===== src/imu_ctf_pkg.sv =====
// shared types, codes and constants of the complementary tilt filter
// no dependencies
package imu_ctf_pkg;

  // controller states
  typedef enum logic [2:0] {
    ST_IDLE,
    ST_PREP,
    ST_RUN,
    ST_BLEND_MUL,
    ST_BLEND_ADD,
    ST_DIV2,
    ST_DONE
  } state_t;

  // controller to datapath commands
  typedef struct packed {
    logic capture;
    logic prep;
    logic run_step;
    logic blend_mul;
    logic blend_add;
    logic div_step;
    logic out_load;
  } cmd_t;

  // datapath to controller status
  typedef struct packed {
    logic run_done;
    logic div_done;
  } status_t;

  // configuration register indexes
  localparam int CFG_IDX_W  = 2;
  localparam int CFG_DATA_W = 20;
  localparam logic [CFG_IDX_W-1:0] REG_BLEND_WEIGHT = 2'd0;
  localparam logic [CFG_IDX_W-1:0] REG_STEP_TIME    = 2'd1;

  localparam logic [15:0] BLEND_WEIGHT_RST = 16'd64225;
  localparam logic [19:0] STEP_TIME_RST    = 20'd10000;

  // reciprocals of the constant divisors and rounding offsets
  // gyro: (n >> 1) / 125 as * RCP_GYRO >> 41, exact for 34-bit operands
  // velocity: (n >> 11) / 15625 as * RCP_VEL >> 47, exact for 33-bit operands
  localparam logic [34:0] RCP_GYRO  = 35'd17592186045;
  localparam logic [34:0] RCP_VEL   = 35'd9007199255;
  localparam logic [34:0] RND_GYRO  = 35'd125;
  localparam logic [43:0] RND_VEL   = 44'd16000000;
  localparam logic [4:0]  DIV_STEPS = 5'd2;

  // angles in q16.16 degrees
  localparam logic signed [26:0] ANGLE_90  = 27'sd5898240;
  localparam logic signed [26:0] ANGLE_180 = 27'sd11796480;

  localparam logic [18:0] VEL_MAX = 19'h7FFFF;

  // arctangent of 2^-i in q16.16 degrees
  function automatic logic signed [26:0] atan_q16(input logic [4:0] idx);
    logic signed [26:0] v;
    unique case (idx)
      5'd0:  v = 27'sd2949120;
      5'd1:  v = 27'sd1740967;
      5'd2:  v = 27'sd919879;
      5'd3:  v = 27'sd466945;
      5'd4:  v = 27'sd234379;
      5'd5:  v = 27'sd117304;
      5'd6:  v = 27'sd58710;
      5'd7:  v = 27'sd29335;
      5'd8:  v = 27'sd14668;
      5'd9:  v = 27'sd7334;
      5'd10: v = 27'sd3667;
      5'd11: v = 27'sd1833;
      5'd12: v = 27'sd917;
      5'd13: v = 27'sd458;
      5'd14: v = 27'sd229;
      5'd15: v = 27'sd115;
      5'd16: v = 27'sd57;
      5'd17: v = 27'sd29;
      5'd18: v = 27'sd14;
      5'd19: v = 27'sd7;
      5'd20: v = 27'sd4;
      5'd21: v = 27'sd2;
      5'd22: v = 27'sd1;
      default: v = 27'sd0;
    endcase
    return v;
  endfunction

endpackage


===== src/imu_ctf_ctrl.sv =====
// sequencing controller of the complementary tilt filter
// depends on imu_ctf_pkg
module imu_ctf_ctrl (
  input  logic                 clk,
  input  logic                 rst_n,
  input  logic                 in_valid,
  output logic                 in_ready,
  output logic                 out_valid,
  input  logic                 out_ready,
  input  imu_ctf_pkg::status_t status,
  output imu_ctf_pkg::cmd_t    cmd
);
  import imu_ctf_pkg::*;

  state_t state_r, state_nxt;
  logic   out_valid_r, out_valid_nxt;

  // next state
  always_comb begin
    state_nxt = state_r;
    unique case (state_r)
      ST_IDLE:      if (in_valid) state_nxt = ST_PREP;
      ST_PREP:      state_nxt = ST_RUN;
      ST_RUN:       if (status.run_done) state_nxt = ST_BLEND_MUL;
      ST_BLEND_MUL: state_nxt = ST_BLEND_ADD;
      ST_BLEND_ADD: state_nxt = ST_DIV2;
      ST_DIV2:      if (status.div_done) state_nxt = ST_DONE;
      ST_DONE:      if (!out_valid_r || out_ready) state_nxt = ST_IDLE;
      default:      state_nxt = ST_IDLE;
    endcase
  end

  // commands
  always_comb begin
    cmd      = '0;
    in_ready = 1'b0;
    unique case (state_r)
      ST_IDLE: begin
        in_ready    = 1'b1;
        cmd.capture = in_valid;
      end
      ST_PREP:      cmd.prep = 1'b1;
      ST_RUN:       cmd.run_step = 1'b1;
      ST_BLEND_MUL: cmd.blend_mul = 1'b1;
      ST_BLEND_ADD: begin
        cmd.blend_add = 1'b1;
        cmd.div_step  = 1'b1;
      end
      ST_DIV2:      cmd.div_step = 1'b1;
      ST_DONE:      cmd.out_load = !out_valid_r || out_ready;
      default:      cmd = '0;
    endcase
  end

  // result valid flag
  always_comb begin
    out_valid_nxt = out_valid_r;
    if (cmd.out_load) begin
      out_valid_nxt = 1'b1;
    end else if (out_ready) begin
      out_valid_nxt = 1'b0;
    end
  end

  always_ff @(posedge clk) begin
    if (!rst_n) begin
      state_r     <= ST_IDLE;
      out_valid_r <= 1'b0;
    end else begin
      state_r     <= state_nxt;
      out_valid_r <= out_valid_nxt;
    end
  end

  assign out_valid = out_valid_r;

endmodule


===== config.mk =====
export PLATFORM = sky130hd
export DESIGN_NAME = imu_ctf_ctrl
export DESIGN_NICKNAME = d
export VERILOG_FILES = /design/src/imu_ctf_pkg.sv /design/src/imu_ctf_ctrl.sv
export SDC_FILE = /design/constraint.sdc
export NUM_CORES = 1
export LEC_CHECK = 0
export ABC_CLOCK_PERIOD_IN_PS = 2500
export BUFFER_PORTS_ARGS = -buffer_cell sky130_fd_sc_hd__buf_4
export CELL_PAD_IN_SITES_DETAIL_PLACEMENT = 0
export CELL_PAD_IN_SITES_GLOBAL_PLACEMENT = 1
export CORE_AREA = 2 2 39 41
export CTS_BUF_LIST = sky130_fd_sc_hd__clkbuf_8
export CTS_CLUSTER_DIAMETER = 60
export DETAILED_ROUTE_END_ITERATION = 16
export DIE_AREA = 0 0 41 43
export PLACE_DENSITY = 0.64
export REMOVE_ABC_BUFFERS = 1
export SYNTH_ARGS = -nofsm -noshare
export SYNTH_HDL_FRONTEND = slang
export SYNTH_SLANG_ARGS = --single-unit

===== constraint.sdc =====
create_clock -name clk -period 2.5 [get_ports clk]
set_input_delay 0 -clock clk [delete_from_list [all_inputs] [get_ports clk]]
set_output_delay 0 -clock clk [all_outputs]
set_load 0.005 [all_outputs]

==> flow_summary.ini, run 1 <==
[power_and_ir_drop]
power-per-cell-area_nw_per_um2 = 698.6
ir_worst_vdd_mv = 0.2352
total_power_uw = 284.1
p_leak_nw = 0.1795

[yosys]
synth-simple-area-share_pct = 38.89
synth_area_leaders = dfxtp_1, buf_4, nor2b_1
syn-cell-area_um2 = 270.3
synthFlopType = dfxtp_1
async_flop_share_pct = 0
yosysTopAreaCell = dfxtp_1
synth_mux_area_share_pct = 0
postSynthCellCount = 31
yosysSeqAreaShare_pct = 29.63
synth_xor_area_share_pct = 3.241
avgSynthCellArea_um2 = 8.718
synth_compound_area_share_pct = 15.74
ys_types = 17
yosysWarnings = 0
synth_edf_count = 0
netlist.area_leader.share_pct = 29.63
ys_ff_latch = 4
synth_top_family_by_area = simple AND/OR/NAND/NOR gates
synth_common_cells = a21oi_1, buf_4, dfxtp_1, nor2b_1
synthAdderAreaFrac_pct = 0

[detailed_routing]
routedWlPerCell_um = 9.433
drt_iter0_markers = 2
num_vias = 246
vias_per_cell = 4.100
drt_drc_violations_left = 0
drt_wl_total_um = 566
ant_nets = 0
first_pass_iters = 4

[grt]
grt_max_degree = 13
grt_pass1_vias = 231
grt_pass1_wl_mm = 1.000
grt_usage_pct = 8.835
antenna_found_initial = 0
grt-ovfl-total = 0

[clocking]
post_cts.repair.setup_buffers = 0
cts-buffers-inserted = 3
clockRootBuffer = clkbuf_8
hold_buffers = 0
clk_pin_slew_ns = 0.03
cts_max_level = 1
clock_sinks = 4
clock_latency_ns = 0.21
clockBufferDepth = 2
tritoncts = done
cts_resized = 0

[critical_path]
crit_path_end_kind = output port
cpMaxStageDelayCell = dfxtp_1
cp_slowest_stage_delay_ns = 0.50
crit_arrival_ns = 1.17
cp-start-kind = register
ff2ff_setup_slack_ns = 1.43
r2r-start = state_r[0]
crit_type = reg -> out
worst-path-buf-inv = 1
reg2reg_to = state_r[2]
cp_common_cell = nor2b_1
path_cells = nor2b_1 > nor2b_1 > buf_4
crit_required_ns = 2.50
r2r_cells = 2
crit_family = flip-flops
crit_fanout = 10

[worst_hold_path]
holdPathEnd = state_r[0]
min_path_type = in -> reg
hold_start = status[1]
holdPathStages = 3

[sta]
hold_viol = 0
setup_violations = 0
fin_hold_ws_ns = 0.04209
relSlewSlack_pct = 73.61
fin_skew_ns = 0.001013
slew_violations = 0
fin_setup_tns_ns = 0
timing.final.ws_setup_ns = 1.329
worst_slew_pin_slew_ns = 0.3953
fmax_ghz = 0.8536
min_period_over_period_pct = 46.86
rsz0062_at_grt = no
finalCriticalPeriod_ns = 1.171

[placement]
portBuffers = 14
placed_cell_area_um2 = 365.4
dp.cells = 57
gp_congestion = 0.6968
preCtsSetupSlack_ns = 1.439

[final_layout]
insertedDiodeCount = 0
layout-drive-gt1-share_pct = 45.45
instances_no_fill = 60
syn2layout_area_growth_pct = 50.46
utilization_pct = 29.39
final_nets = 52
stdcell_area_um2 = 406.6

[die]
die_w_um = 41
fp.dieArea_um2 = 1763
placeableCoreArea_um2 = 1384
placement_rows = 14
start_util_pct = 19.53
die_y_um = 43
top_level_ports = 15

[outcome]
status = completed

[job]
maxCapViolCount = 0
worst reg2reg max path: stages (launching register included):
cell      delay [ns]
dfxtp_1         0.41
or2_0           0.31
a311oi_1        0.25
cell usage in the layout, fill, tap and decap left out:
cell	count
buf_4	14
nor2b_1	4
a21oi_1	4
dfxtp_1	4
clkbuf_8	3
nand2_1	2
a311oi_1	2
nand3b_1	1
nand2b_4	1
and3b_1	1
nor3b_2	1
nor3b_1	1
nor3_2	1
and2_1	1
inv_1	1
or2_0	1
xnor2_1	1
o21ai_0	1
cell families (layout without fill, tap and decap cells):
family,Yosys count,in the layout
AND/OR/NAND/NOR,14,14
flip-flops,4,4
AO/OA/AOI/OAI,7,7
XOR/XNOR,1,1
buffers and inverters,5,18
power breakdown:
part / leakage, nW / switching, mW / total (mW) / internal (mW)
Sequential: 0.0326 / 0.0177 / 0.0885 / 0.0708
Combinational: 0.125 / 0.0203 / 0.0624 / 0.0421
Clock: 0.0216 / 0.0308 / 0.133 / 0.102
area by class of cell:
cell class | instances | area [um2]
Fill cell | 165 | 977.2
Sequential cell | 4 | 80.08
Multi-Input combinational cell | 22 | 156.4
Timing Repair Buffer | 14 | 105.1
Clock buffer | 3 | 41.29
Inverter | 1 | 3.754
Tap cell | 16 | 20.02
layer usage:
layer	track usage, %	vias to the layer above	share of wire, %
met5	0	-	0
met4	8.000	0	0
met3	3.665	0	5.3
met2	9.375	9	53
met1	12.54	107	42
li1	-	130	-
flip-flops by register name, indices dropped and copies added (netlist names):
register	count
out_valid	1
state_r	3
how the worst max path moves through the flow:
stage	depth (start not counted)	startpoint	slack [ns]	endpoint
after global placement	2	state_r[0]	1.42	state_r[2]
final	3	state_r[2]	1.33	cmd[2]
after CTS	3	state_r[2]	1.30	cmd[2]
after global routing	2	state_r[0]	1.17	cmd[5]
after detailed placement	2	state_r[0]	1.44	state_r[2]
after floorplan	2	state_r[0]	1.54	state_r[2]
No activity file was read; power rests on OpenSTA's default activity.
==> inputs of run 2 (changes only) <==
--- a/config.mk
+++ b/config.mk
@@ -5,7 +5,7 @@
 export SDC_FILE = /design/constraint.sdc
 export NUM_CORES = 1
 export LEC_CHECK = 0
-export ABC_CLOCK_PERIOD_IN_PS = 2500
+export ABC_CLOCK_PERIOD_IN_PS = 1100
 export BUFFER_PORTS_ARGS = -buffer_cell sky130_fd_sc_hd__buf_4
 export CELL_PAD_IN_SITES_DETAIL_PLACEMENT = 0
 export CELL_PAD_IN_SITES_GLOBAL_PLACEMENT = 1
==> constraint.sdc (replaced) <==
create_clock -name clk -period 1.1 [get_ports clk]
set_input_delay 0 -clock clk [delete_from_list [all_inputs] [get_ports clk]]
set_output_delay 0 -clock clk [all_outputs]
set_load 0.005 [all_outputs]
==> run 2 against run 1 <==
Cell count is 6.7% higher. First-iteration DRC count is 100% lower. Clock skew is 0.0022 ns higher. Register-to-register slack worse by 1.3 ns. Design area is 14% higher. Worst hold slack worse by 0.0075 ns. Sequential share of layout area is 0.069 points lower. Setup slack worse by 1.3 ns. Non-clock buffer count is 4 higher. Total power is 150% higher. Clock power is 130% higher. Largest cell class unchanged.
==> flow_summary.ini, run 2 (synthesized netlist as in run 1, its figures left out) <==
[power_and_ir_drop]
pwr-share-clk_pct = 43.5
seqPwrFrac_pct = 28.3
p_sw_uw = 175.3
internal_power_uw = 533.3
p_leak_nw = 0.2096
power.share.switching_pct = 24.74
pwr-share-comb_pct = 28.1
power-per-cell-area_nw_per_um2 = 1523
ir_worst_vdd_mv = 0.4351

[final_layout]
insertedDiodeCount = 0
stdcell_area_um2 = 465.4
top_register = state_r
layout_commonest_cell = buf_4
mostFrequentLayoutCells = buf_4, a21oi_1, nor2b_1, clkbuf_8, dfxtp_4
fill_cells = 148
syn2layout_area_growth_pct = 72.22
layout-drive-gt1-share_pct = 60.42
utilization_pct = 33.63
final_nets = 56
largest_reg_flops = 3

[detailed_routing]
ant_nets = 0
drt_drc_violations_left = 0
drt_wl_total_um = 582
vias_per_cell = 4.250
routedWlPerCell_um = 9.094
drt_iter0_markers = 0
num_vias = 272
first_pass_iters = 1

[sta]
finalCriticalPeriod_ns = 1.051
fin_skew_ns = 0.003233
worst_slew_pin_slew_ns = 0.1917
slew_violations = 0
hold_viol = 0
relSlewSlack_pct = 87.13
min_period_over_period_pct = 95.56
fmax_ghz = 0.9513
setup_violations = 0

[die]
die_y_um = 43
placement_rows = 14
fp.dieArea_um2 = 1763
placeableCoreArea_um2 = 1384
start_util_pct = 19.53
top_level_ports = 15
die_w_um = 41

[clocking]
cts_max_level = 1
cts-buffers-inserted = 3
clock_latency_ns = 0.22
clk_pin_slew_ns = 0.03
clockRootBuffer = clkbuf_8
hold_buffers = 0
clock_sinks = 4
tritoncts = done
clockBufferDepth = 2

[grt]
antenna_found_initial = 0
grt-ovfl-total = 0
grt_pass1_vias = 230
grt_usage_pct = 8.434
grt_pass1_wl_um = 924
grt_max_degree = 13

[placement]
placed_cell_area_um2 = 372.9
portBuffers = 14
place_hpwl_um = 410
gp_congestion = 0.7025

[critical_path]
crit_type = reg -> out
crit_fanout = 6
crit_required_ns = 1.10
cp-start-kind = register
crit_path_end_kind = output port
r2r_cells = 3
crit_arrival_ns = 1.05

[worst_hold_path]
min_path_type = in -> reg
holdPathStages = 3

[outcome]
status = completed

[job]
maxCapViolCount = 0
run 2: changes by cell type in the layout (fill, tap and decap cells not counted):
cell | previous run | this run
buf_4 | 14 | 17
buf_6 | 0 | 1
dfxtp_1 | 4 | 1
dfxtp_4 | 0 | 3
nor2b_1 | 4 | 3
nor2b_2 | 0 | 1
nor3_2 | 1 | 0
nor3_4 | 0 | 1
nor3b_1 | 1 | 0
nor3b_2 | 1 | 2
run 2: worst paths after layout:
check	startpoint	end	slack, ns
hold / removal	status[1]	state_r[0]	0.03
setup reg to reg	out_valid	state_r[2]	0.11
hold reg to reg	out_valid	out_valid	0.50
setup / recovery	state_r[1]	cmd[2]	0.05
run 2: final cells by class:
class / count / area, um2 / area share, %
clock buffers: 3 / 41.29 / 8.871
repair buffers: 18 / 138.9 / 29.84
flip-flops and latches: 4 / 91.34 / 19.62
multi-input cells: 22 / 170.2 / 36.56
inverters: 1 / 3.754 / 0.8065
well taps: 16 / 20.02 / 4.301
run 2: repair_timing:
| item | CTS | global route |
|---|---|---|
| endpoints found under the setup margin | 5 | 4 |
| gates resized for setup | 4 | 6 |
| buffers inserted | 0 | 3 |
| pin swaps | 0 | 0 |
run 2: stage by stage:
| step | power, mW | hold slack [ns] | setup TNS [ns] | worst slack [ns] | cells |
|---|---|---|---|---|---|
| after floorplan | 0.2657 | 0.1103 | 0 | 0.1381 | 27 |
| after global placement | 0.3565 | 0.2638 | 0 | 0.09178 | 58 |
| after detailed placement | 0.3565 | 0.2784 | 0 | 0.05626 | 58 |
| after CTS | 0.6795 | 0.03830 | 0 | 0.01516 | 61 |
| after global routing | 0.7458 | 0.06725 | -0.01020 | -0.008945 | 64 |
| final | 0.7087 | 0.03461 | 0 | 0.04885 | 64 |
run 2: power by group through the flow:
stage	Combinational, mW	Clock (mW)	Sequential (mW)
after floorplan	0.0715	0	0.194
after global placement	0.159	0	0.197
after detailed placement	0.158	0	0.199
after CTS	0.160	0.320	0.200
after global routing	0.219	0.322	0.205
final	0.199	0.308	0.201
run 2: critical path, stage by stage, from the launching register on:
cell and delay (ns):
dfxtp_4 0.35, buf_6 0.13, nor2b_2 0.11, nor2b_1 0.13
buf_4 0.11
run 2: metal layers:
| layer | share of wire [%] | track usage, % | wire length [um] | vias up |
|---|---|---|---|---|
| li1 | - | - | - | 141 |
| met1 | 42 | 10.29 | 246 | 125 |
| met2 | 52 | 9.688 | 303 | 6 |
| met3 | 5.5 | 4.712 | 32 | 0 |
| met4 | 0 | 8.000 | 0 | 0 |
| met5 | 0 | 0 | 0 | - |
==> inputs of run 3 (changes only) <==
--- a/config.mk
+++ b/config.mk
@@ -15,7 +15,6 @@
 export DETAILED_ROUTE_END_ITERATION = 16
 export DIE_AREA = 0 0 41 43
 export PLACE_DENSITY = 0.64
-export REMOVE_ABC_BUFFERS = 1
 export SYNTH_ARGS = -nofsm -noshare
 export SYNTH_HDL_FRONTEND = slang
 export SYNTH_SLANG_ARGS = --single-unit
==> run 3 against run 2 <==
Total power fell by 4.7%. Fmax rose by 2.4%. Sequential share of layout area rose by 1.3 points. Sequential cell count did not move. Via count fell by 3.3%. Design area fell by 7.5%. Cell count fell by 4.7%. Routed wire length rose by 15%. Count of clock-buffer cells in the layout did not move. Critical path type unchanged. Largest power group unchanged. Highest routed layer is now met4.
==> flow_summary.ini, run 3 (synthesized netlist as in run 1, its figures left out) <==
[outcome]
status = completed

[die]
die_y_um = 43
top_level_ports = 15
fp.dieArea_um2 = 1763
placement_rows = 14
die_w_um = 41
start_util_pct = 19.53
placeableCoreArea_um2 = 1384

[critical_path]
reg2reg_to = state_r[1]
crit_required_ns = 1.10
crit_type = reg -> out
crit_path_end_kind = output port
cp-start-kind = register
crit_arrival_ns = 1.03
r2r-start = state_r[0]
crit_fanout = 8
ff2ff_setup_slack_ns = 0.10
r2r_cells = 2

[final_layout]
stdcell_area_um2 = 430.4
syn2layout_area_growth_pct = 59.26
layout-drive-gt1-share_pct = 57.78
top_register = state_r
layout_commonest_cell = buf_4
largest_reg_flops = 3
utilization_pct = 31.10
final_nets = 53
mostFrequentLayoutCells = buf_4, a21oi_1, nor2b_1, clkbuf_8
fill_cells = 149
insertedDiodeCount = 0

[worst_hold_path]
holdPathEnd = state_r[0]
hold_start = status[1]
holdPathStages = 3
min_path_type = in -> reg

[detailed_routing]
first_pass_iters = 4
routedWlPerCell_um = 10.93
vias_per_cell = 4.311
drt_wl_total_um = 667
drt_iter0_markers = 2
num_vias = 263
ant_nets = 0
drt_drc_violations_left = 0

[grt]
grt_max_degree = 13
grt_usage_pct = 9.428
grt_pass1_wl_mm = 1.055
antenna_found_initial = 0
grt-ovfl-total = 0
grt_pass1_vias = 246

[clocking]
hold_buffers = 0
tritoncts = done
cts-buffers-inserted = 3
clock_latency_ns = 0.22
clockRootBuffer = clkbuf_8
cts_max_level = 1
clock_sinks = 4
clockBufferDepth = 2
clk_pin_slew_ns = 0.03

[sta]
fin_skew_ns = 0.002187
finalCriticalPeriod_ns = 1.027
fin_setup_tns_ns = 0
relSlewSlack_pct = 85.81
setup_violations = 0
slew_violations = 0
hold_viol = 0
min_period_over_period_pct = 93.36
fmax_ghz = 0.9738
timing.final.ws_setup_ns = 0.07306
worst_slew_pin_slew_ns = 0.2114

[power_and_ir_drop]
p_leak_nw = 0.1879
ir_worst_vdd_mv = 0.4422
power-per-cell-area_nw_per_um2 = 1570
total_power_uw = 675.6

[placement]
preCtsSetupSlack_ns = 0.04080
placed_cell_area_um2 = 372.9
place_hpwl_um = 450.7
portBuffers = 14
gp_congestion = 0.6447

[job]
maxCapViolCount = 0

[yosys]
syn-num-nets = 37
[run 3: power by group]
part / leakage [nW] / switching (mW) / internal (mW)
sequential: 0.0350 / 0.0407 / 0.164
combinational: 0.131 / 0.0526 / 0.108
clock: 0.0216 / 0.0766 / 0.233
total: 0.188 / 0.170 / 0.506
[run 3: how the worst max path moves through the flow]
| stage | startpoint | to | slack, ns | depth (start not counted) |
|---|---|---|---|---|
| floorplan | out_valid | state_r[2] | 0.15 | 3 |
| global placement | state_r[1] | state_r[0] | 0.08 | 3 |
| detailed placement | state_r[1] | state_r[0] | 0.04 | 3 |
| CTS | state_r[1] | cmd[0] | 0.01 | 4 |
| global route | state_r[1] | cmd[0] | -0.006 | 4 |
| finish | state_r[1] | cmd[0] | 0.07 | 4 |
[run 3: area by class of cell]
cell class                 count  area (um2)  share of cell area (%)
clock buffer                   3       41.29                   9.593
inverter                       1       3.754                  0.8721
multi-input combinational     22       158.9                   36.92
sequential                     4       90.09                   20.93
tap                           16       20.02                   4.651
timing repair buffer          15       116.4                   27.03
[run 3: what timing repair did]
action                     CTS  global route
pin swaps                    0             1
resized for setup            4             4
setup buffers                0             0
setup endpoints to repair    5             3
[run 3: through the flow]
stage	cells	hold slack (ns)
2_1_floorplan	31	0.1103
3_3_place_gp	58	0.2688
3_5_place_dp	58	0.2866
4_1_cts	61	0.05912
5_1_grt	61	0.07931
6_report	61	0.06145
[run 3: critical path: stages, from the launching register on]
cell      delay [ns]
dfxtp_4         0.39
buf_6           0.11
nand3b_1        0.08
nor2b_1         0.12
buf_4           0.11
[run 3: metal layers]
layer	vias to the layer above	wire (um)	part of all wire [%]	track usage (%)
met1	111	301	45	11.54
met5	-	0	0	0
met4	0	10	1.5	8.000
li1	136	-	-	-
met3	2	71	11	4.712
met2	14	284	43	11.56
